<file path="config.mk">
export PLATFORM = sky130hd
export DESIGN_NAME = smas_div
export DESIGN_NICKNAME = d
export VERILOG_FILES = /design/src/hdl/smas_pkg.sv /design/src/hdl/smas_div.sv
export SDC_FILE = /design/constraint.sdc
export NUM_CORES = 1
export LEC_CHECK = 0
export BUFFER_PORTS_ARGS = -buffer_cell sky130_fd_sc_hd__clkbuf_2
export CAP_MARGIN = 25
export CORE_UTILIZATION = 42
export CTS_CLUSTER_DIAMETER = 200
export CTS_CLUSTER_SIZE = 30
export DETAILED_ROUTE_END_ITERATION = 16
export GPL_TIMING_DRIVEN = 1
export PLACE_DENSITY = 0.69
export SLEW_MARGIN = 20
export SYNTH_ARGS = -nofsm -noshare
export SYNTH_HDL_FRONTEND = slang
export SYNTH_SLANG_ARGS = --single-unit
export TNS_END_PERCENT = 20
</file>
<file path="constraint.sdc">
create_clock -name clk -period 5.04 [get_ports clk]
set_input_delay 0.252 -clock clk [delete_from_list [all_inputs] [get_ports clk]]
set_output_delay 0.252 -clock clk [all_outputs]
set_load 0.03 [all_outputs]
</file>
<file path="src/hdl/smas_pkg.sv">
package smas_pkg;

	localparam int MAX_HALF_WINDOW = 8;
	localparam int COORD_BITS = 16;
	localparam int DEPTH = 2 * MAX_HALF_WINDOW + 1;
	localparam int CFG_BITS = 4;
	localparam int HALF_BITS = $clog2(MAX_HALF_WINDOW + 1);
	localparam int IDX_BITS = $clog2(DEPTH);
	localparam int CNT_BITS = $clog2(DEPTH + 1);
	localparam int WEIGHT_BITS = $clog2(DEPTH + 1);
	localparam int SUM_BITS = COORD_BITS + WEIGHT_BITS;
	localparam int DIV_CNT_BITS = $clog2(SUM_BITS);

	localparam logic [CFG_BITS-1:0] HALF_RESET = CFG_BITS'(1);

	typedef struct packed {
		logic signed [COORD_BITS-1:0] x_coord;
		logic signed [COORD_BITS-1:0] y_coord;
		logic                         stroke_end;
		logic                         pen_is_down;
	} point_in_t;

	typedef struct packed {
		logic signed [COORD_BITS-1:0] smooth_x;
		logic signed [COORD_BITS-1:0] smooth_y;
		logic                         last_of_stroke;
		logic                         pen_down_out;
	} point_out_t;

	// Broadcast to every cell of the window chain.
	typedef struct packed {
		logic                 shift;
		logic [HALF_BITS-1:0] q;
		logic [HALF_BITS-1:0] k;
		logic [IDX_BITS-1:0]  j;
	} smas_ctrl_t;

	typedef enum logic [1:0] {
		ST_IDLE,
		ST_SUM,
		ST_DIV,
		ST_PUT
	} smas_state_t;

	function automatic logic [HALF_BITS-1:0] eff_half(input logic [CFG_BITS-1:0] raw);
		if (int'(raw) > MAX_HALF_WINDOW) begin
			return HALF_BITS'(MAX_HALF_WINDOW);
		end
		return HALF_BITS'(raw);
	endfunction

endpackage

</file>
<file path="src/hdl/smas_div.sv">
module smas_div (
	input  logic                                   clk,
	input  logic                                   arst_n,
	input  logic                                   start,
	input  logic [smas_pkg::WEIGHT_BITS-1:0]       den,
	input  logic signed [smas_pkg::SUM_BITS-1:0]   num_x,
	input  logic signed [smas_pkg::SUM_BITS-1:0]   num_y,
	output logic                                   done,
	output logic signed [smas_pkg::COORD_BITS-1:0] quot_x,
	output logic signed [smas_pkg::COORD_BITS-1:0] quot_y
);

	logic                                  busy_q;
	logic                                  done_q;
	logic [smas_pkg::DIV_CNT_BITS-1:0]     cnt_q;
	logic [smas_pkg::WEIGHT_BITS-1:0]      den_q;
	logic                                  neg_x_q;
	logic                                  neg_y_q;
	logic [smas_pkg::SUM_BITS-1:0]         shx_q;
	logic [smas_pkg::SUM_BITS-1:0]         shy_q;
	logic [smas_pkg::WEIGHT_BITS-1:0]      remx_q;
	logic [smas_pkg::WEIGHT_BITS-1:0]      remy_q;
	logic [smas_pkg::SUM_BITS-1:0]         mag_x;
	logic [smas_pkg::SUM_BITS-1:0]         mag_y;
	logic [smas_pkg::WEIGHT_BITS:0]        trial_x;
	logic [smas_pkg::WEIGHT_BITS:0]        trial_y;
	logic                                  ge_x;
	logic                                  ge_y;
	logic [smas_pkg::WEIGHT_BITS-1:0]      remx_d;
	logic [smas_pkg::WEIGHT_BITS-1:0]      remy_d;
	logic [smas_pkg::SUM_BITS-1:0]         qx;
	logic [smas_pkg::SUM_BITS-1:0]         qy;
	logic                                  last_step;

	assign mag_x = num_x[smas_pkg::SUM_BITS-1] ?
		smas_pkg::SUM_BITS'(-num_x) : smas_pkg::SUM_BITS'(num_x);
	assign mag_y = num_y[smas_pkg::SUM_BITS-1] ?
		smas_pkg::SUM_BITS'(-num_y) : smas_pkg::SUM_BITS'(num_y);

	// Restoring division, one quotient bit per cycle on both coordinates.
	assign trial_x = {remx_q, shx_q[smas_pkg::SUM_BITS-1]};
	assign trial_y = {remy_q, shy_q[smas_pkg::SUM_BITS-1]};
	assign ge_x    = trial_x >= {1'b0, den_q};
	assign ge_y    = trial_y >= {1'b0, den_q};
	assign remx_d  = ge_x ? smas_pkg::WEIGHT_BITS'(trial_x - {1'b0, den_q}) :
		smas_pkg::WEIGHT_BITS'(trial_x);
	assign remy_d  = ge_y ? smas_pkg::WEIGHT_BITS'(trial_y - {1'b0, den_q}) :
		smas_pkg::WEIGHT_BITS'(trial_y);

	assign last_step = busy_q && (cnt_q == smas_pkg::DIV_CNT_BITS'(smas_pkg::SUM_BITS - 1));

	always_ff @(posedge clk or negedge arst_n) begin
		if (!arst_n) begin
			busy_q <= 1'b0;
			done_q <= 1'b0;
			cnt_q  <= '0;
		end else begin
			done_q <= last_step;
			if (start) begin
				busy_q <= 1'b1;
				cnt_q  <= '0;
			end else if (busy_q) begin
				cnt_q <= cnt_q + smas_pkg::DIV_CNT_BITS'(1);
				if (last_step) begin
					busy_q <= 1'b0;
				end
			end
		end
	end

	always_ff @(posedge clk) begin
		if (start) begin
			den_q   <= den;
			neg_x_q <= num_x[smas_pkg::SUM_BITS-1];
			neg_y_q <= num_y[smas_pkg::SUM_BITS-1];
			shx_q   <= mag_x;
			shy_q   <= mag_y;
			remx_q  <= '0;
			remy_q  <= '0;
		end else if (busy_q) begin
			shx_q  <= {shx_q[smas_pkg::SUM_BITS-2:0], ge_x};
			shy_q  <= {shy_q[smas_pkg::SUM_BITS-2:0], ge_y};
			remx_q <= remx_d;
			remy_q <= remy_d;
		end
	end

	// Quotient magnitude is restored to the dividend's sign: truncation toward zero.
	assign qx     = neg_x_q ? -shx_q : shx_q;
	assign qy     = neg_y_q ? -shy_q : shy_q;
	assign quot_x = $signed(qx[smas_pkg::COORD_BITS-1:0]);
	assign quot_y = $signed(qy[smas_pkg::COORD_BITS-1:0]);
	assign done   = done_q;

endmodule

</file>
== Word-level counts from Yosys, hierarchy flattened ==
Index checks and enable logic that the tools add are counted.

* Flip-flop bits (word level): 66
* Bits of input ports: 50
* Output and inout bits: 33
* Logic and storage cells: 37

* $add $sub $neg: 7
* Order comparisons: 2
* Equal/unequal tests: 1
* Mux-type cells: 15
* Reductions and logical operators: 2

{| class="wikitable"
|+ Operators with widths
! kind !! number
|-
| $mux 21 || 6
|-
| $neg 21->21 || 2
|-
| $mux 16 || 2
|-
| $neg 16->16 || 2
|-
| $mux 5 || 4
|-
| $ge 6x5->1 || 2
|-
| $sub 5x5->5 || 2
|-
| $add 5x1->5 const B || 1
|-
| $eq 5x5->1 const B || 1
|-
| $mux 1 || 3
|-
| $reduce_bool 2->1 || 1
|-
| $logic_and 1x1->1 || 1
|}

== Depth between registers and ports, before layout ==
* Depth in word-level cells: 5
* Gate-level depth with buffers: 9
* Mapped depth without buffers: 8

== Least setup slack after synthesis ==
OpenSTA, ideal clock, no wires.

* Kind: register to output
* Start: register shy_q[9] (netlist bit)
* End: output quot_y[12] (netlist bit)
* Arrival time: 2067 ps
* Data required time: 4788 ps
* Setup slack: 2721 ps
* Cell stages (with the launch flop): 5
* Buffers on the path: 0
* Path through: edfxtp_1 or3_1 or4b_2 o31ai_1 xnor2_1

* Word-level cells in the longest chain between the ends: 2

{| class="wikitable"
|+ Ends and longest elaborated chain
! element !! line !! source
|-
| start, declared || smas_div.sv:20 || <nowiki>logic [smas_pkg::SUM_BITS-1:0] shy_q;</nowiki>
|-
| start signal, assigned || smas_div.sv:77 || <nowiki>shy_q <= mag_y;</nowiki>
|-
| start signal, assigned || smas_div.sv:82 || <nowiki>shy_q <= {shy_q[smas_pkg::SUM_BITS-2:0], ge_y};</nowiki>
|-
| $neg 16->16 || smas_div.sv:90 || <nowiki>assign qy = neg_y_q ? -shy_q : shy_q;</nowiki>
|-
| $mux 16 || smas_div.sv:90 ||
|-
| end, declared || smas_div.sv:10 || <nowiki>output logic signed [smas_pkg::COORD_BITS-1:0] quot_y</nowiki>
|}

Every way passes these cells.

== Worst setup path after layout ==
* Start: register shy_q[1] (netlist bit)
* End: output quot_y[15] (netlist bit)

Same word-level chain as after synthesis.

==> impl_metrics.env <==
export IMPL_required_ns=4.79
export IMPL_fin_tns_setup_ns=0
export IMPL_worst_slew_pin_slew_ns=0.8273
export IMPL_whs_path_depth=1
export IMPL_detailed_place_hpwl_um=8520
export IMPL_fmax_mhz=349.6
export IMPL_overflow=0
export IMPL_ys_warnings_count=0
export IMPL_finalCriticalPeriod_ns=2.860
export IMPL_timing_rr_start="shy_q[20]"
export IMPL_multi_input_area_um2=2753
export IMPL_cts_tree="done"
export IMPL_grt_max_degree=77
export IMPL_register_area_um2=1847
export IMPL_outcome="complete, no violations"
export IMPL_layout_nets=663
export IMPL_antenna_found_initial=0
export IMPL_drtAntennaViolNets=0
export IMPL_synth_top_family_by_area="simple AND/OR/NAND/NOR gates"
export IMPL_synthCells=526
export IMPL_antenna_cells=0
export IMPL_clockBufferDepth=2
export IMPL_routed_wl_met2_um=5378
export IMPL_hold_start="den[4]"
export IMPL_drtPass1Iterations=6
export IMPL_leakagePower_uw=0.002231
export IMPL_power_total_uw=2115
export IMPL_yosys_area_share_xor_xnor_pct=10.95
export IMPL_synth_nets=594
export IMPL_drt_iter0_drc=273
export IMPL_coreArea_um2=10980
export IMPL_dp_worst_setup_slack_ns=2.545
export IMPL_clk_latency_ns=0.33
export IMPL_clock_root_buffer="clkbuf_16"
export IMPL_crit_chain="or3_1, or3b_2, o41ai_1, xnor2_1, clkbuf_2"
export IMPL_clock_skew_final_ns=0.004471
export IMPL_routedWlPerCell_um=15.90
export IMPL_synth_area_um2=4798
export IMPL_port_buffers=82
export IMPL_reg2reg_to="shy_q[0]"
export IMPL_top_layer="met4"
export IMPL_io_pins=83
export IMPL_hold_end="den_q[4]"
export IMPL_r2r_slack_ns=2.71
export IMPL_finalHoldViolations=0
export IMPL_slowest_stage="or3b_2"
export IMPL_dieArea_um2=11860
export IMPL_rsz0062_at_grt="no"
export IMPL_cts_setup_buffers=0
export IMPL_power_density_nw_per_um2=380.6
export IMPL_vias=4305
export IMPL_synthArstFlopShare_pct=10.61
export IMPL_wl_met3_um=676
export IMPL_drive_above_1_share_pct=19.00
export IMPL_place_congestion=0.8650
export IMPL_die_width_um=108.9
export IMPL_hp_class="in2reg"
export IMPL_criticalPathCategory="reg2out"
export IMPL_synthAdderAreaFrac_pct=5.007
export IMPL_ir_worst_vdd_mv=0.1617
export IMPL_fill_cells=1027
export IMPL_slew_headroom_pct=44.34
export IMPL_ys_seq_area_share_pct=38.49
export IMPL_synth_mux_area_share_pct=1.512
export IMPL_place_area_um2=5290
export IMPL_yosys_area_share_simple_pct=21.72
export IMPL_clk_pin_slew_ns=0.05
export IMPL_ys_types=60
export IMPL_report_final_slew_viol_count=0
export IMPL_synth_edf_count=49
export IMPL_grt_pass1_wl_um=19040
export IMPL_row_count=38
export IMPL_area_growth_pct=15.80
export IMPL_setup_viol=0
export IMPL_cp_start_kind="register"
export IMPL_ys_flop_type="edfxtp_1"
export IMPL_r2r_cells=8
export IMPL_viasPerCell=5.818
export IMPL_cts_inserted_buffers=9
export IMPL_wl_met1_um=5521
export IMPL_wl_um=11760
export IMPL_track_usage_pct=20.51
export IMPL_syn_avg_cell_area_um2=9.122
export IMPL_die_h_um=108.9
export IMPL_synth_seq_cells=66
export IMPL_synth_compound_area_share_pct=18.17
export IMPL_worst_slack_ns=2.180
export IMPL_arrival_ns=2.61
export IMPL_drc=0
export IMPL_fin_crit_sh_pct=56.75
export IMPL_worstPathMaxFanout=5
export IMPL_crit_start="shy_q[1]"
export IMPL_grt_pass1_vias=3987
export IMPL_critPathCaptureType="output pin"
export IMPL_design_area_um2=5557
export IMPL_final_util_pct=50.59
export IMPL_max_stage_delay_ns=0.55
export IMPL_cts_htree_levels=3
export IMPL_cts_sinks=66
export IMPL_drv_cap=0
export IMPL_initial_core_util_pct=43.69
## layout make-up
cell class,instances,share of cell area [%]
Tap cell,140,3.152
Multi-Input combinational cell,409,49.54
Clock buffer,12,4.256
Sequential cell,66,33.24
Clock inverter,4,0.3603
Timing Repair Buffer,85,7.836
Inverter,24,1.621
## synthesized netlist by cell type, drive strengths merged, types with 10 or more instances
| library cell | n | area share [%] |
|---|---|---|
| a21oi | 36 | 3.8 |
| clkbuf | 20 | 1.6 |
| dfxtp | 10 | 4.2 |
| edfxtp | 49 | 31 |
| ha | 16 | 4.2 |
| inv | 23 | 1.8 |
| nand2 | 36 | 2.8 |
| nand3 | 16 | 1.7 |
| nand4 | 11 | 1.4 |
| nor2 | 60 | 4.7 |
| nor3 | 11 | 1.1 |
| o21ai | 17 | 1.8 |
| o31ai | 16 | 2.5 |
| o41ai | 10 | 1.8 |
| or3 | 10 | 1.4 |
| or4 | 12 | 2.0 |
| xnor2 | 38 | 6.9 |
| xor2 | 22 | 4.0 |
## per-layer routing
layer / vias up / track usage [%]
met3: 18 / 4.065
met2: 157 / 33.24
met4: 0 / 6.853
met1: 2018 / 27.27
li1: 2112 / -
met5: - / 0
## where the power goes
group / internal, uW / switching [uW]
sequential: 689 / 95.2
combinational: 299 / 475
clock: 329 / 226
## state kept, by name (all words and copies together), names as in the netlist
name and count:
done 1, den_q 5, neg_y_q 1, remx_q 5, remy_q 5, neg_x_q 1, busy_q 1, shx_q 21
shy_q 21, cnt_q 5
## cells in the final DEF, fill, tap and decap left out, drive strengths merged, types with 7 or more instances in the layout
master | synthesis | final
o211ai | 9 | 9
xor2 | 22 | 22
dfrtp | 7 | 7
dfxtp | 10 | 10
nand3 | 16 | 16
clkbuf | 20 | 93
o41ai | 10 | 10
nor4 | 8 | 8
nand2b | 7 | 7
nand2 | 36 | 36
ha | 16 | 16
edfxtp | 49 | 49
inv | 23 | 23
nor3 | 11 | 11
o21ai | 17 | 17
nand3b | 8 | 8
xnor2 | 38 | 38
or3 | 10 | 10
nor2 | 60 | 60
a21oi | 36 | 36
o31ai | 16 | 16
or4 | 12 | 12
nand4 | 11 | 11
## how the worst max path moves through the flow
| stage | endpoint | depth (start not counted) |
|---|---|---|
| final | quot_y[15] | 5 |
| after global routing | quot_y[15] | 5 |
| after CTS | quot_y[15] | 5 |
| after detailed placement | quot_y[15] | 5 |
| after global placement | quot_y[15] | 5 |
| after floorplan | quot_y[12] | 4 |
## repair_timing
item,4_1_cts,5_1_grt
hold endpoints to repair,7,0
hold buffers,1,0
resized for setup,0,0
## metrics by stage
| step | instances | hold WS (ns) |
|---|---|---|
| 2_1_floorplan | 526 | -0.04359 |
| 3_3_place_gp | 723 | 0.09489 |
| 3_5_place_dp | 723 | 0.1036 |
| 4_1_cts | 740 | 0.08163 |
| 5_1_grt | 740 | 0.08462 |
| 6_report | 740 | 0.09371 |
## critical path: cells and delay by family (launching register included)
kind,cells,cell delay [ns]
AO/OA/AOI/OAI,1,0.45
XOR/XNOR,1,0.19
buffers and inverters,1,0.23
flip-flops,1,0.40
AND/OR/NAND/NOR,2,1.01
## logic make-up after synthesis
kind of cell / after synthesis
AOI/OAI and AO/OA: 127
xor gates and xnor gates: 60
adders and majority gates: 18
buffers and inverters: 51
DFF: 66
muxes: 7
and+or+nand+nor: 197
No activity file was read; power rests on OpenSTA's default activity.
