File: config.mk
export PLATFORM = sky130hd
export DESIGN_NAME = smas_cell
export DESIGN_NICKNAME = d
export VERILOG_FILES = /design/src/hdl/smas_pkg.sv /design/src/hdl/smas_cell.sv
export SDC_FILE = /design/constraint.sdc
export NUM_CORES = 1
export LEC_CHECK = 0
export ABC_AREA = 1
export ABC_CLOCK_PERIOD_IN_PS = 24700
export BUFFER_PORTS_ARGS = -buffer_cell sky130_fd_sc_hd__buf_2
export CELL_PAD_IN_SITES_DETAIL_PLACEMENT = 1
export CELL_PAD_IN_SITES_GLOBAL_PLACEMENT = 1
export CORE_MARGIN = 2
export CORE_UTILIZATION = 47
export CTS_CLUSTER_SIZE = 20
export DETAILED_ROUTE_END_ITERATION = 12
export PLACE_DENSITY = 0.95
export SETUP_SLACK_MARGIN = 0.4
export SYNTH_ARGS = -nofsm -noshare
export SYNTH_HDL_FRONTEND = slang
export SYNTH_SLANG_ARGS = --single-unit
File: constraint.sdc
create_clock -name clk -period 24.7 [get_ports clk]
set_clock_uncertainty 0.15 [all_clocks]
set_input_delay 0 -clock clk [delete_from_list [all_inputs] [get_ports clk]]
set_output_delay 0 -clock clk [all_outputs]
set_load 0.01 [all_outputs]
File: src/hdl/smas_pkg.sv
package smas_pkg;

	localparam int MAX_HALF_WINDOW = 8;
	localparam int COORD_BITS = 16;
	localparam int DEPTH = 2 * MAX_HALF_WINDOW + 1;
	localparam int CFG_BITS = 4;
	localparam int HALF_BITS = $clog2(MAX_HALF_WINDOW + 1);
	localparam int IDX_BITS = $clog2(DEPTH);
	localparam int CNT_BITS = $clog2(DEPTH + 1);
	localparam int WEIGHT_BITS = $clog2(DEPTH + 1);
	localparam int SUM_BITS = COORD_BITS + WEIGHT_BITS;
	localparam int DIV_CNT_BITS = $clog2(SUM_BITS);

	localparam logic [CFG_BITS-1:0] HALF_RESET = CFG_BITS'(1);

	typedef struct packed {
		logic signed [COORD_BITS-1:0] x_coord;
		logic signed [COORD_BITS-1:0] y_coord;
		logic                         stroke_end;
		logic                         pen_is_down;
	} point_in_t;

	typedef struct packed {
		logic signed [COORD_BITS-1:0] smooth_x;
		logic signed [COORD_BITS-1:0] smooth_y;
		logic                         last_of_stroke;
		logic                         pen_down_out;
	} point_out_t;

	// Broadcast to every cell of the window chain.
	typedef struct packed {
		logic                 shift;
		logic [HALF_BITS-1:0] q;
		logic [HALF_BITS-1:0] k;
		logic [IDX_BITS-1:0]  j;
	} smas_ctrl_t;

	typedef enum logic [1:0] {
		ST_IDLE,
		ST_SUM,
		ST_DIV,
		ST_PUT
	} smas_state_t;

	function automatic logic [HALF_BITS-1:0] eff_half(input logic [CFG_BITS-1:0] raw);
		if (int'(raw) > MAX_HALF_WINDOW) begin
			return HALF_BITS'(MAX_HALF_WINDOW);
		end
		return HALF_BITS'(raw);
	endfunction

endpackage

File: src/hdl/smas_cell.sv
module smas_cell (
	input  logic                                   clk,
	input  logic [smas_pkg::IDX_BITS-1:0]          idx,
	input  smas_pkg::smas_ctrl_t                   ctrl,
	input  logic signed [smas_pkg::COORD_BITS-1:0] x_in,
	input  logic signed [smas_pkg::COORD_BITS-1:0] y_in,
	input  logic signed [smas_pkg::SUM_BITS-1:0]   psx_in,
	input  logic signed [smas_pkg::SUM_BITS-1:0]   psy_in,
	output logic signed [smas_pkg::COORD_BITS-1:0] x_out,
	output logic signed [smas_pkg::COORD_BITS-1:0] y_out,
	output logic signed [smas_pkg::SUM_BITS-1:0]   psx_out,
	output logic signed [smas_pkg::SUM_BITS-1:0]   psy_out
);

	logic signed [smas_pkg::COORD_BITS-1:0] x_q;
	logic signed [smas_pkg::COORD_BITS-1:0] y_q;
	logic signed [smas_pkg::SUM_BITS-1:0]   psx_q;
	logic signed [smas_pkg::SUM_BITS-1:0]   psy_q;
	logic [smas_pkg::IDX_BITS-1:0]          hi;
	logic                                   in_win;
	logic [smas_pkg::WEIGHT_BITS-1:0]       w_first;
	logic [smas_pkg::WEIGHT_BITS-1:0]       w_last;
	logic [smas_pkg::WEIGHT_BITS-1:0]       w;
	logic signed [smas_pkg::SUM_BITS-1:0]   w_s;
	logic signed [smas_pkg::SUM_BITS-1:0]   term_x;
	logic signed [smas_pkg::SUM_BITS-1:0]   term_y;

	// The window spans lags q-k .. q+k. Lags below zero fold onto the newest
	// point (cell 0) and lags beyond j fold onto the stroke's first point.
	assign hi      = smas_pkg::IDX_BITS'(ctrl.q) + smas_pkg::IDX_BITS'(ctrl.k);
	assign in_win  = (idx <= hi) && (idx <= ctrl.j);
	assign w_first = (idx == '0) ? smas_pkg::WEIGHT_BITS'(ctrl.k - ctrl.q) : '0;
	assign w_last  = (idx == ctrl.j && hi > ctrl.j) ?
		smas_pkg::WEIGHT_BITS'(hi - ctrl.j) : '0;
	assign w       = smas_pkg::WEIGHT_BITS'(in_win) + w_first + w_last;
	assign w_s     = $signed(smas_pkg::SUM_BITS'({1'b0, w}));

	// Entries with zero weight are kept out of the sum entirely, so stale
	// entries never disturb it.
	assign term_x = (w == '0) ? '0 : smas_pkg::SUM_BITS'(x_q) * w_s;
	assign term_y = (w == '0) ? '0 : smas_pkg::SUM_BITS'(y_q) * w_s;

	always_ff @(posedge clk) begin
		if (ctrl.shift) begin
			x_q <= x_in;
			y_q <= y_in;
		end
		psx_q <= psx_in + term_x;
		psy_q <= psy_in + term_y;
	end

	assign x_out   = x_q;
	assign y_out   = y_q;
	assign psx_out = psx_q;
	assign psy_out = psy_q;

endmodule

# --- Word level (Yosys, flattened, before mapping) ---
# Cells that the tools add are included.
# Widths: inputs -> output; s select.
word_totals:
  regBits: 74
  word_cells: 25
  in_bits: 94
classes:
  mux: 4
  n_mul: 2
  eq_ne: 1
  n_reduce_logical: 4
  addsub: 7
  order_cmp: 3
ops:
  columns: ["cell", "count"]
  rows:
  - ["$add 21x21->21", 2]
  - ["$mul 16x6->21", 2]
  - ["$mux 21", 2]
  - ["$le 5x5->1", 2]
  - ["$logic_not 5->1", 2]
  - ["$mux 5", 2]
  - ["$add 1x5->5", 1]
  - ["$add 4x4->5", 1]
  - ["$add 5x5->5", 1]
  - ["$eq 5x5->1", 1]
  - ["$gt 5x5->1", 1]
  - ["$sub 4x4->5", 1]
  - ["$sub 5x5->5", 1]
  - ["$logic_and 1x1->1", 2]

# --- Longest topological paths before layout ---
# Gate-level depths: netlist (run 1).
depth:
  depth_word: 8
  depth_mapped: 55
  ltp_nobuf: 54

# --- Worst setup path after synthesis (run 1) ---
# No wires, ideal clock.
synth_timing:
  path_kind: "input to register"
  from: "input ctrl[5] (netlist name)"
  to: "register psy_q, in the netlist psy_out[20]"
  path_slack_ns: 16.446
  arrival_ns: 7.992
  setup_ns: 0.112
  stages: 46
  cell_sequence: "ha_1 fa_1 inv_1 nand2_1 nand2_1 inv_1 ha_1 a21oi_1 nand2_1 nand3_1 nand2_1 nand2_2 a21oi_4 inv_1 or2_2 fa_1 fa_1 xnor2_1 [10 not listed] nand2_1 nor4_1 a21oi_1 o21bai_1 nand3_1 nand2_1 nand2_1 nand3_1 inv_1 ha_1 nand2_1 nor4_1 nand3_1 nand3_1 xor2_1 inv_1 nand2_1 nand2_1"
synth_via:
  elab_chain_cells: 8
synth_lines:
  columns: ["element", "line", "rtl"]
  rows:
  - ["start: declaration", "smas_cell.sv:4", "input smas_pkg::smas_ctrl_t ctrl,"]
  - ["$add 4x4->5", "smas_cell.sv:30", "assign hi = smas_pkg::IDX_BITS'(ctrl.q) + smas_pkg::IDX_BITS'(ctrl.k);"]
  - ["$le 5x5->1 / $gt 5x5->1 (equally long branches)", "smas_cell.sv:31, smas_cell.sv:33", null]
  - ["$logic_and 1x1->1, on equally long branches", "smas_cell.sv:31, smas_cell.sv:33", null]
  - ["$add 1x5->5 / $mux 5 (equally long branches)", "smas_cell.sv:35, smas_cell.sv:33", null]
  - ["$add 5x5->5 (*)", "smas_cell.sv:35", "assign w = smas_pkg::WEIGHT_BITS'(in_win) + w_first + w_last;"]
  - ["$mul 16x6->21 / $logic_not 5->1 (equally long branches)", "smas_cell.sv:41", "assign term_y = (w == '0) ? '0 : smas_pkg::SUM_BITS'(y_q) * w_s;"]
  - ["$mux 21 (*)", "smas_cell.sv:41", null]
  - ["$add 21x21->21 (*)", "smas_cell.sv:49", "psy_q <= psy_in + term_y;"]
  - ["end signal: assignment", "smas_cell.sv:49", null]
  - ["end: declaration", "smas_cell.sv:18", "logic signed [smas_pkg::SUM_BITS-1:0] psy_q;"]
# Mark *: on every way between the ends. The rest lies on a longest branch, timed or not.
# A chain may end at the register's enable or synchronous reset.

# --- Worst setup path after layout (run 1) ---
layout_timing:
  from: "input ctrl[5] (netlist name)"
  to: "register psy_q, in the netlist psy_out[16]"
# Same word-level chain as after synthesis.

==> reports/metrics.yaml, run 1 <==
outcome:
  status: "finished, final reports clean"
floorplanning:
  start_util: 0.477
  ios: 168
  fp.dieArea_um2: 23400
  fp.dieW_um: 153
  rows: 54
  fp.dieH_um: 153
  core_area_um2: 21800
sta:
  fin_ws_ns: 14.39
  maxSlewHeadroom: 0.272
  fmax_mhz: 97.0
  finalCritPeriodShare: 0.417
  rsz0062_at_grt: "no"
  maxSlewViolCount: 0
  worst_pin_slew_ns: 1.09
  tns_ns: 0
  setup_viol: 0
  hold_violations: 0
  finalCriticalPeriod_ns: 10.31
global_routing:
  overflow: 0
  grt_pass1_wl_um: 56500
  track_usage: 0.300
  grt_pass1_vias: 11200
  grt_max_degree: 43
  antenna_found_initial: 0
setup_path:
  cp_common_cell: "nand2_1"
  timing.critical_path.from: "ctrl[5]"
  critPathMaxStageDelay_ns: 0.65
  slowest_stage: "inv_1"
  cp_max_fo: 29
  startpoint_type: "input pin"
  endpoint_kind: "flip-flop"
  path_class: "in -> reg"
  cp_data_required_time_ns: 24.86
  regToRegStartpoint: "y_out[3]"
  cp.arrival_ns: 10.46
place:
  dpl.cell_count: 1788
  place_ws_ns: 14.61
  hpwlAfterDp_um: 25800
  portBuffers: 167
  gp_congestion: 0.922
min_path:
  worst_hold_startpoint: "ctrl[13]"
  hp-class: "in -> reg"
finish:
  n_antenna_cell: 0
  nNetsFinal: 1936
  syn_to_final_growth_pct: 21.3
  final_cell_mix: "inv_1 (314), nand2_1 (179), nor2_1 (179)"
  drive_gt1_frac: 0.138
  layout_commonest_cell: "inv_1"
  fin_cells: 1882
routing:
  ant_nets: 0
  drtPass1Iterations: 5
  drt_iter0_markers: 485
  wl_um: 34800
  wl_per_cell_um: 18.5
  drc_errors: 0
  num_vias: 10100
  vias_per_cell: 5.38
yosys:
  syn_nets: 1695
  synth-seq-cells: 74
  yosysTopAreaCellShare: 0.198
  synthCells: 1357
  ys_top_cells_by_area: "fa_1 (20%), ha_1 (17%), inv_1 (11%)"
  synthesis.area_um2: 10400
  synth-edff-count: 32
  synth_top_cell_by_area: "fa_1"
  ys_warn_count: 0
  yosys_most_used_dff: "dfxtp_1"
  synth.distinct_cells: 42
  yosysSeqAreaShare: 0.173
  ys_async_sr_fraction: 0
  syn_avg_cell_area_um2: 7.68
power_and_ir_drop:
  sw_frac_of_total: 0.425
  pwr-share-clk: 0.232
  seqPwrFrac: 0.263
  p_leak_nw: 7.08
  max-vdd-ir-drop_mv: 0.0312
  internal_power_mw: 0.371
  p_switching_mw: 0.274
  comb_power_share: 0.505
  fin_total_pwr_mw: 0.646
  p_per_area_nw_per_um2: 51.1
cts:
  cts_tree: "built"
  ctsRootBufferMaster: "clkbuf_16"
  htree_levels: 3
  cts_buffers: 9
  cts-resized-gates: 0
  cts.sinks: 74
  clk_latency_ns: 0.36
  path_clk_slew_ns: 0.08
  postCtsSetupBuffers: 0
  clk_path_buf_depth: 2
flow_run:
  drv_cap: 0
[Yosys cell counts (2+ instances only)]
cell      instances
o31ai_1           3
a211oi_1          2
o21ai_0          37
nand2_1         179
dfxtp_1          42
nand4_1           7
nand3_2           3
buf_4             3
o21bai_1          8
nor2_1          179
nor2_2            3
xnor2_1          21
inv_2             4
fa_1            103
a21o_1            5
or3_1             2
nand2_2           5
o311ai_0          2
o211ai_1          5
and2_1            3
clkbuf_1         12
edfxtp_1         32
inv_1           314
or2_2            17
nand3_1          70
nor4_1            8
xor2_1           40
o21ai_1           2
buf_6             4
a31oi_1           4
a21oi_1          80
ha_1            141
nor3_1            8
[final cells by class]
class / instances / area, um2
fillers: 2714 / 9190
clock inverters: 3 / 22.5
well taps: 280 / 350
clock buffers: 12 / 300
flip-flops and latches: 74 / 1800
repair buffers: 249 / 1650
multi-input cells: 946 / 7320
inverters: 318 / 1190
[power by group through the flow]
stage	clock network, mW	registers [mW]	logic (mW)
finish	0.150	0.170	0.326
global route	0.156	0.173	0.361
CTS	0.150	0.169	0.319
detailed placement	0	0.172	0.301
global placement	0	0.170	0.280
floorplan	0	0.186	0.188
[worst max-delay path: cells and delay by family]
kind            cells  cell delay [ns]
buf+inv             9             1.75
compound gates      7             1.21
xor+xnor            2             0.67
fa+ha+maj          10             4.15
simple gates       17             2.65
[registers in the layout (all words and copies together) (netlist names)]
name / count
psx_out: 21
psy_out: 21
x_out: 16
y_out: 16
[logic make-up after synthesis]
group,after synthesis,synth area share
AO/OA/AOI/OAI,154,0.0836
flip-flops,74,0.173
AND/OR/NAND/NOR,487,0.199
XOR/XNOR,61,0.0513
buffers and inverters,337,0.125
adder cells (fa/ha/maj),244,0.367
[stage by stage]
| stage | utilization | area, um2 | hold slack [ns] |
|---|---|---|---|
| 3_5_place_dp | 0.528 | 11500 | 0.0287 |
| 6_report | 0.579 | 12600 | 0.145 |
| 4_1_cts | 0.579 | 12600 | 0.130 |
| 3_3_place_gp | 0.528 | 11500 | 0.0264 |
| 2_1_floorplan | - | 10400 | -0.0511 |
| 5_1_grt | 0.579 | 12600 | 0.182 |
[what timing repair did]
item | in CTS | in global routing
endpoints found under the setup margin | 0 | 0
hold buffers | 79 | 0
hold endpoints to repair | 74 | 0
[worst paths after layout]
| path | endpoint | cells past startpoint | slack [ns] |
|---|---|---|---|
| min reg2reg | psy_out[0] | 3 | 0.70 |
| min | y_out[15] | 1 | 0.15 |
| max reg2reg | psy_out[16] | 26 | 18.10 |
| max | psy_out[16] | 45 | 14.39 |
[per-layer routing]
metal	global-route usage	up-vias	wire, um
met3	0.0414	85	1720
li1	-	4710	-
met4	0.119	0	1230
met5	0	-	0
met2	0.547	345	17800
met1	0.355	4981	14000
Note: power is estimated with default switching activity, not from simulation.
==> run 2: changes to the inputs <==
- ABC_CLOCK_PERIOD_IN_PS: 24700 -> 9650
- CORE_UTILIZATION: 47 -> 43
- PLACE_DENSITY: 0.95 -> 0.9
- clock period: 24.7 -> 9.65 ns (I/O delays scaled with it)
==> run 2 against run 1 <==
Critical path depth is 3 higher. Critical path type unchanged. First-iteration DRC count down 9.3%. Combinational power grew to 2.5 times the previous value. Global-route usage decreased by 4.6 points. Total power grew to 2.5 times the previous value. Sequential cell count stayed put. Non-clock buffer count up 8. Clock power grew to 2.5 times the previous value. Wire length down 4.5%. Sequential share of layout area shrank 0.29 points. Via count decreased by 2.2%. Highest routed layer unchanged. Die area rose by 9.1%.
==> reports/metrics.yaml, run 2 (synthesized netlist as in run 1, its figures left out) <==
min_path:
  hp-class: "in -> reg"
  whs_path_depth: 3  # +2
floorplanning:
  fp.dieW_um: 160  # +4.4%
  ios: 168  # unchanged
  core_area_um2: 23600  # +8.2%
  fp.dieH_um: 160  # +4.4%
  rows: 56  # +3.7%
  fp.dieArea_um2: 25500  # +9.1%
  start_util: 0.441  # -0.0362
finish:
  multiInputGateArea_um2: 7470  # +2.1%
  syn_to_final_growth_pct: 23.8
  layout_commonest_cell: "inv_1"
  drive_gt1_frac: 0.164  # +0.0264
  final_cell_mix: "inv_1 (313), nor2_1 (179), nand2_1 (176)"
  fillers: 2945  # +8.5%
  fin_cells: 1933  # +2.7%
  final-seq-area_um2: 1800  # unchanged
  nNetsFinal: 1945  # +0.46%
routing:
  drtPass1Iterations: 5  # unchanged
  wl_um: 33200  # -4.5%
  num_vias: 9899  # -2.2%
  ant_nets: 0  # unchanged
  wl_per_cell_um: 17.2  # -7.0%
  drc_errors: 0  # unchanged
  highest_layer: "met4"
  drt_iter0_markers: 440  # -9.3%
  vias_per_cell: 5.12  # -4.8%
  route.layer.met1.wl_um: 14400  # +2.7%
  wl_met3_um: 1340  # -22%
  route.met2.wl_um: 16600  # -6.8%
outcome:
  status: "finished, final reports clean"
setup_path:
  timing.critical_path.buf_inv: 10  # +1
  cp_data_required_time_ns: 9.80  # -15.06 ns
  critPathMaxStageDelay_ns: 0.55  # -0.10 ns
  startpoint_type: "input pin"
  crit_cells: 48  # +6.7%
  cp.arrival_ns: 9.05  # -1.41 ns
  cp_max_fo: 16  # -45%
  path_delay_family: "adder cells"
  path_class: "in -> reg"
  endpoint_kind: "flip-flop"
  worst_r2r_path_depth: 27  # +3.8%
  slowest_stage: "fa_1"
  cp_common_cell: "nand2_1"
cts:
  cts_tree: "built"
  cts_buffers: 9  # unchanged
  htree_levels: 3  # unchanged
  ctsRootBufferMaster: "clkbuf_16"
  cts.sinks: 74  # unchanged
  clk_path_buf_depth: 2  # unchanged
  clk_latency_ns: 0.37  # about the same
  path_clk_slew_ns: 0.07  # about the same
sta:
  rsz0062_at_grt: "no"
  fmax_mhz: 112
  setup_viol: 0  # unchanged
  maxSlewHeadroom: 0.446  # +0.174
  worst_pin_slew_ns: 0.830  # -0.260 ns
  finalCriticalPeriod_ns: 8.90
  tns_ns: 0  # unchanged
  whs_ns: 0.0222  # -0.123 ns
  hold_violations: 0  # unchanged
  maxSlewViolCount: 0  # unchanged
  finalCritPeriodShare: 0.923
power_and_ir_drop:
  p_switching_mw: 0.709  # +160%
  pwr-share-clk: 0.230  # -0.002
  seqPwrFrac: 0.265  # +0.002
  p_per_area_nw_per_um2: 127  # +150%
  comb_power_share: 0.505  # about the same
  p_leak_nw: 7.14  # +0.77%
  internal_power_mw: 0.931  # +150%
  sw_frac_of_total: 0.432  # +0.00740
  max-vdd-ir-drop_mv: 0.0667  # +110%
place:
  hpwlAfterDp_um: 24800  # -3.8%
  gp_congestion: 0.851  # -7.7%
  portBuffers: 167  # unchanged
  dpl.cell_count: 1831  # +2.4%
global_routing:
  overflow: 0  # unchanged
  grt_pass1_vias: 10800  # -3.4%
  grt_pass1_wl_um: 52800  # -6.4%
  track_usage: 0.254  # -0.0458
  antenna_found_initial: 2  # +2
  grt_max_degree: 43  # unchanged
flow_run:
  drv_cap: 0  # unchanged
## run 2: changes by cell type in the layout (fill, tap and decap cells not counted), sizes merged
cell and delta:
dlygate4sd3 -3, diode +2, clkbuf -1, buf +11, clkinvlp +2, clkinv +1
## run 2: what timing repair did
item                                    CTS  global route
hold buffers                             76             0
endpoints found under the setup margin    0            18
resized for setup                         0            44
endpoints found under the hold margin    73             0
buffers inserted                          0             7
## run 2: final timing paths
check	slack (ns)	end	startpoint
setup reg to reg	3.60	psy_out[18]	y_out[6]
hold / removal	0.02	psx_out[9]	psx_in[9]
setup / recovery	0.75	psx_out[18]	ctrl[5]
hold reg to reg	0.67	psy_out[0]	y_out[0]
## run 2: metal layers
layer / global-route usage / vias to the layer above
li1: - / 4731
met5: 0 / -
met2: 0.460 / 260
met1: 0.316 / 4847
met3: 0.0306 / 61
met4: 0.0756 / 0
## run 2: worst register-to-register path, stage by stage, from the launching register on
cell      delay, ns
edfxtp_1       0.44
inv_1          0.19
nor2_1         0.10
fa_1           0.53
fa_1           0.55
inv_1          0.06
fa_1           0.48
inv_1          0.04
ha_1           0.35
a21oi_1        0.17
nand2_1        0.11
nand2_1        0.10
nand2_1        0.08
a21oi_2        0.18
o21ai_1        0.13
or2_2          0.30
nand3_1        0.11
inv_1          0.07
ha_1           0.38
nand2_1        0.13
nor4_2         0.39
a21oi_1        0.18
o21ai_2        0.19
nand2_1        0.07
nand2_1        0.09
inv_1          0.06
o21bai_1       0.19
xor2_1         0.16
## run 2: power by group through the flow
stage	logic [mW]	clock network, mW	registers [mW]
finish	0.829	0.377	0.434
global route	0.926	0.393	0.443
CTS	0.799	0.375	0.430
detailed placement	0.765	0	0.437
global placement	0.724	0	0.434
floorplan	0.480	0	0.477
## run 2: final cells by class
class,count,share of cell area
Tap cell,319,0.0309
Inverter,318,0.0934
Antenna cell,2,0.000388
Clock buffer,11,0.0205
Timing Repair inverter,1,0.000582
Multi-Input combinational cell,946,0.579
Timing Repair Buffer,257,0.132
Sequential cell,74,0.140
Clock inverter,5,0.00320
## run 2: stage by stage
stage / area [um2] / utilization / total power [mW] / setup WS [ns]
finish: 12900 / 0.546 / 1.64 / 0.747
global route: 12900 / 0.546 / 1.76 / 0.225
CTS: 12700 / 0.536 / 1.60 / 0.420
detailed placement: 11600 / 0.491 / 1.20 / 0.0808
global placement: 11600 / 0.491 / 1.16 / 0.394
floorplan: 10400 / - / 0.957 / 1.40
